### src/rtl/core/stq_ram.sv
module stq_ram #(
    parameter int WIDTH = 32,
    parameter int DEPTH = 16
) (
    input  logic                     clk,
    input  logic                     we,
    input  logic [$clog2(DEPTH)-1:0] waddr,
    input  logic [WIDTH-1:0]         wdata,
    input  logic [$clog2(DEPTH)-1:0] raddr,
    output logic [WIDTH-1:0]         rdata
);

    logic [WIDTH-1:0] mem [DEPTH];

    always_ff @(posedge clk)
    begin
        if (we)
        begin
            mem[waddr] <= wdata;
        end
        rdata <= mem[raddr];
    end

endmodule
### config.mk
export PLATFORM = sky130hd
export DESIGN_NAME = stq_ram
export DESIGN_NICKNAME = d
export VERILOG_FILES = /design/src/rtl/core/stq_ram.sv
export SDC_FILE = /design/constraint.sdc
export NUM_CORES = 1
export LEC_CHECK = 0
export ABC_AREA = 0
export BUFFER_PORTS_ARGS = -buffer_cell sky130_fd_sc_hd__buf_2
export CAP_MARGIN = 20
export CORE_MARGIN = 2
export CORE_UTILIZATION = 40
export CTS_BUF_LIST = sky130_fd_sc_hd__clkbuf_4
export CTS_CLUSTER_SIZE = 16
export DETAILED_ROUTE_END_ITERATION = 10
export SYNTH_ARGS = -nofsm -noshare
export SYNTH_HDL_FRONTEND = slang
export SYNTH_SLANG_ARGS = --single-unit
export TNS_END_PERCENT = 10
### constraint.sdc
create_clock -name clk -period 5.6 [get_ports clk]
set_input_delay 1.12 -clock clk [delete_from_list [all_inputs] [get_ports clk]]
set_output_delay 1.12 -clock clk [all_outputs]
set_load 0.02 [all_outputs]
==> flow_summary.yaml, run 1 <==
finish:
  nFillCells: 4063
  final_cell_mix: "edfxtp_1 (512), clkbuf_4 (225), mux4_2 (128)"
  stdcell_count: 1806
  final_common_cell: "edfxtp_1"
  finalInstanceArea_sq_um: 23100
  drive_above_1_share_pct: 42.2
  nets: 1076
  area_growth_pct: 16.2
clocking:
  hold_buffers: 0
  cts_buffers: 137
  clock_latency_ns: 0.79
  cts_buffer_depth: 3
  cts_setup_buffers: 0
  cts_tree: "yes"
  htreeDepth: 4
  clkTransAtPathRegs_ns: 0.06
  clockRootBuffer: "clkbuf_4"
  cts_resized: 0
  cts_sinks: 544
grt:
  grt_overflow_total: 0
  grt_util_met2_pct: 27.2
  globalRouteTotalUtil_pct: 17.1
  grt_busiest_layer: "met2"
  grt_max_degree: 71
  grt_pass1_vias: 9975
  met1_usage_pct: 23.1
  use_met3_pct: 4.61
  antenna_found_initial: 3
  grt_pass1_wl_um: 63000
critical_path:
  end_kind: "flop"
  max_stage_delay_ns: 0.64
  worst_ep_required_time_ns: 6.23
  reg2reg_setup_slack_ns: 4.25
  reg2reg_to: "rdata[20]"
  worstSetupPathType: "input pin to flop"
  crit_slowest_cell: "clkbuf_8"
  worst_setup_path_start_kind: "input pin"
  reg2reg_depth: 3
  cp-startpoint: "raddr[0]"
  r2r-start: "mem[10][20]"
  crit_fanout: 66
  worstPathCellList: "clkbuf_8 > buf_4 > mux4_2 > a22oi_1 > nand2_1"
  arrival_ns: 3.23
hold_path:
  hold-path-cell-count: 3
  worstHoldPathType: "flop to flop"
  min_to: "rdata[1]"
  hold_start: "mem[13][1]"
power:
  peakVddDrop_v: 0.000142
  p_leak_nw: 7.59
  power.total_mw: 8.44
  p_per_area_nw_per_um2: 366
placement:
  portBuffers: 73
  placedCellCount: 1557
  post_dp_cell_area_sq_um: 21200
  place_congestion: 0.708
  hpwl_um: 20900
status:
  status: "complete, no violations"
floorplanning:
  initial_core_util_pct: 40.6
  rows: 81
  num_io_pins: 74
  core_sq_um: 49000
  die_x_um: 227
  die_area_sq_um: 51400
  die_y_um: 227
synth:
  syn_nets: 880
  ys.warnings.count: 0
  avgSynthCellArea_sq_um: 23.7
  syn_area_sq_um: 19900
  synth-seq-cells: 544
  ys_types: 18
  synth_cells: 838
  synth_seq_area_share_pct: 80.7
route:
  initialDrtViolationCount: 828
  drc: 0
  postRouteWirelength_um: 42600
  postRouteAntennaNets: 0
  vias: 9508
  vias_per_cell: 5.26
  first_pass_iters: 6
  routedWlPerCell_um: 23.6
timing:
  rsz0062_at_grt: "no"
  final.min_clock_period_ns: 2.60
  finalSetupViolCount: 0
  fin_tns_setup_ns: 0
  min_period_over_period_pct: 46.4
  fmax_mhz: 385
  skew_ns: 0.0458
  worstMarginPinSlew_ns: 1.15
  slew_violations: 0
  slew_headroom_pct: 23.4
  final-hold-violation-count: 0
flow_run:
  cap_violations: 0
[worst max-delay path, delay by kind of cell]
kind | cells | cell delay (ns)
muxes | 1 | 0.56
buffers and inverters | 2 | 1.18
and+or+nand+nor | 1 | 0.07
AOI/OAI and AO/OA | 1 | 0.21
[how the worst max path moves through the flow]
| stage | to | slack [ns] |
|---|---|---|
| final | rdata[24] | 3.00 |
| after global routing | rdata[26] | 2.84 |
| after CTS | rdata[24] | 2.99 |
| after detailed placement | rdata[26] | 2.14 |
| after global placement | rdata[30] | 2.15 |
| after floorplan | mem[0][0] | 1.30 |
[routing by layer]
layer  part of all wire, %  routed length, um
met1                    42              17900
met2                    49              20900
met3                   7.5               3200
met4                   1.4                594
met5                 0.061                 26
[layout make-up]
type,count,area (sq um),area share (%)
diodes,1,2.50,0.0109
clock buffers,225,1690,7.32
clock inverters,21,158,0.684
multi-input cells,251,3750,16.3
flip-flops and latches,544,16000,69.4
well taps,664,831,3.60
repair buffers,100,617,2.67
[registers in the layout (all words and copies together), names as in the netlist]
register,cells
mem,512
rdata,32
[stage by stage]
step	setup slack, ns	util (%)	hold slack, ns
final	3.00	47.1	0.659
after global routing	2.84	47.1	0.633
after CTS	2.99	47.0	0.623
after detailed placement	2.14	43.3	0.658
after global placement	2.15	43.3	0.647
after floorplan	1.30	-	0.635
[where the power goes]
part / internal, mW / switching, mW / total, mW
logic: 0.163 / 0.257 / 0.419
registers: 4.55 / 0.0278 / 4.58
clock network: 1.94 / 1.50 / 3.44
[logic make-up (layout without fill, tap and decap cells)]
family          count (synthesis)  after routing  synth area share (%)
buf+inv                        43            346                  1.12
flops                         544            544                  80.7
mux                           128            128                  14.5
simple gates                   59             59                  1.27
other cells                     0              1                     0
compound gates                 64             64                  2.42
[cell usage after synthesis]
| cell | count | area, sq um |
|---|---|---|
| buf_4 | 11 | 82.6 |
| nor2b_1 | 2 | 12.5 |
| dfxtp_1 | 32 | 641 |
| or3b_2 | 1 | 8.76 |
| nand3b_1 | 2 | 15.0 |
| clkbuf_1 | 17 | 63.8 |
| buf_2 | 4 | 20.0 |
| nand2b_1 | 2 | 12.5 |
| nor2_1 | 13 | 48.8 |
| buf_6 | 2 | 22.5 |
| a22oi_1 | 64 | 480 |
| nor3_1 | 4 | 20.0 |
| nand3_1 | 1 | 5.00 |
| mux4_2 | 128 | 2880 |
| and2_1 | 1 | 6.26 |
| buf_1 | 9 | 33.8 |
| edfxtp_1 | 512 | 15400 |
| nand2_1 | 33 | 124 |
Power figures use the tool's default switching activity.
==> inputs of run 2 (changes only) <==
Clock period 5.6 ns to 2.35 ns, I/O delays scaled along.
==> run 2 against run 1 <==
Against the previous run: non-clock buffer count up 47; final area grew 4.1%; clock skew grew 0.0057 ns; first-iteration DRC count is 22% higher.
==> flow_summary.yaml, run 2 (synthesized netlist as in run 1, its figures left out) <==
status:
  status: "complete, no violations"
flow_run:
  cap_violations: 0
timing:
  slew_violations: 0
  fmax_mhz: 521
  slew_headroom_pct: 29.3
  final.min_clock_period_ns: 1.92
  finalSetupViolCount: 0
  worstMarginPinSlew_ns: 1.06
  min_period_over_period_pct: 81.8
  final-hold-violation-count: 0
  timing.hold.ws_ns: 0.239
  skew_ns: 0.0515
  rsz0062_at_grt: "no"
  fin_tns_setup_ns: 0
finish:
  largest_reg_flops: 512
  nFillCells: 4008
  area_growth_pct: 20.9
  top_regs: "mem (512), rdata (32)"
  regMostFlops: "mem"
  multiInputGateArea_sq_um: 3770
  final_common_cell: "edfxtp_1"
  finalInstanceArea_sq_um: 24000
  register_area_sq_um: 16000
  nets: 1128
  final_cell_mix: "edfxtp_1 (512), clkbuf_4 (230), mux4_2 (128)"
  drive_above_1_share_pct: 42.5
grt:
  grt_overflow_total: 0
  grt_pass1_wl_um: 64200
  grt_max_degree: 41
  grt_pass1_vias: 10400
  use_met3_pct: 4.47
  globalRouteTotalUtil_pct: 17.4
  antenna_found_initial: 3
  grt_busiest_layer: "met2"
  met1_usage_pct: 24.5
  grt_util_met2_pct: 26.9
floorplanning:
  num_io_pins: 74
  die_x_um: 227
  core_sq_um: 49000
  die_y_um: 227
  initial_core_util_pct: 40.6
  rows: 81
  die_area_sq_um: 51400
power:
  pwr-share-clk_pct: 41.9
  p_int_mw: 16.2
  p_per_area_nw_per_um2: 862
  peakVddDrop_v: 0.000407
  p_leak_nw: 7.95
  p_sw_mw: 4.48
  p_seq_share_pct: 52.7
  p_sw_share_pct: 21.7
  comb_power_share_pct: 5.4
critical_path:
  crit_fanout: 1
  reg2reg_depth: 3
  worstSetupPathType: "flop to primary output"
  worst_setup_path_start_kind: "flop"
  arrival_ns: 1.45
  critical_path_depth: 1
  crit_buf_inv: 1
  crit_slowest_cell: "dfxtp_1"
  max_stage_delay_ns: 0.40
  worstPathCellList: "buf_2"
  worst_ep_required_time_ns: 1.88
  end_kind: "primary output"
  crit_family: "flip-flops"
clocking:
  cts_sinks: 544
  cts_resized: 0
  cts_buffer_depth: 3
  cts_buffers: 142
  hold_buffers: 32
  clock_latency_ns: 0.85
  cts_tree: "yes"
  htreeDepth: 4
  cts_setup_buffers: 0
  clkTransAtPathRegs_ns: 0.06
  clockRootBuffer: "clkbuf_4"
route:
  first_pass_iters: 5
  drc: 0
  routedWlPerCell_um: 22.9
  vias: 9720
  initialDrtViolationCount: 1011
  postRouteAntennaNets: 0
  vias_per_cell: 5.20
  postRouteWirelength_um: 42800
placement:
  post_dp_cell_area_sq_um: 21700
  hpwl_um: 21900
  place_congestion: 0.707
  portBuffers: 73
hold_path:
  hold-path-cell-count: 4
  worstHoldPathType: "input pin to flop"
[run 2: cell type report]
class                           count  area share (%)
Sequential cell                   544            66.7
Timing Repair Buffer              147            5.73
Clock buffer                      230            7.19
Clock inverter                     29            1.11
Multi-Input combinational cell    251            15.7
Antenna cell                        5          0.0521
Tap cell                          664            3.46
[run 2: final timing paths]
| kind | from | to | slack [ns] |
|---|---|---|---|
| hold / removal | raddr[1] | rdata[10] | 0.24 |
| hold reg to reg | mem[6][19] | rdata[19] | 0.63 |
| setup reg to reg | mem[6][6] | rdata[6] | 0.97 |
| setup / recovery | rdata[19] | rdata[19] | 0.43 |
[run 2: power groups by stage]
| stage | clock (mW) | combinational (mW) | sequential [mW] |
|---|---|---|---|
| after floorplan | 0 | 0.522 | 11.2 |
| after global placement | 0 | 1.07 | 11.1 |
| after detailed placement | 0 | 1.09 | 11.1 |
| after CTS | 8.95 | 1.13 | 10.9 |
| after global routing | 9.47 | 1.20 | 10.9 |
| final | 8.67 | 1.11 | 10.9 |
[run 2: through the flow]
| step | util [%] | setup WS, ns | power (mW) | instances |
|---|---|---|---|---|
| after floorplan | - | -0.428 | 11.7 | 838 |
| after global placement | 44.3 | 0.283 | 12.2 | 1574 |
| after detailed placement | 44.3 | 0.282 | 12.2 | 1574 |
| after CTS | 49.0 | 0.344 | 21.0 | 1865 |
| after global routing | 49.0 | 0.338 | 21.6 | 1868 |
| final | 49.0 | 0.429 | 20.7 | 1870 |
[run 2: metal layers]
layer	vias to the layer above	wire length (um)	share of wire [%]
met1	5137	18700	44
met5	-	0	0
met2	351	20600	48
met4	0	465	1.1
met3	52	2940	6.9
li1	4180	-	-
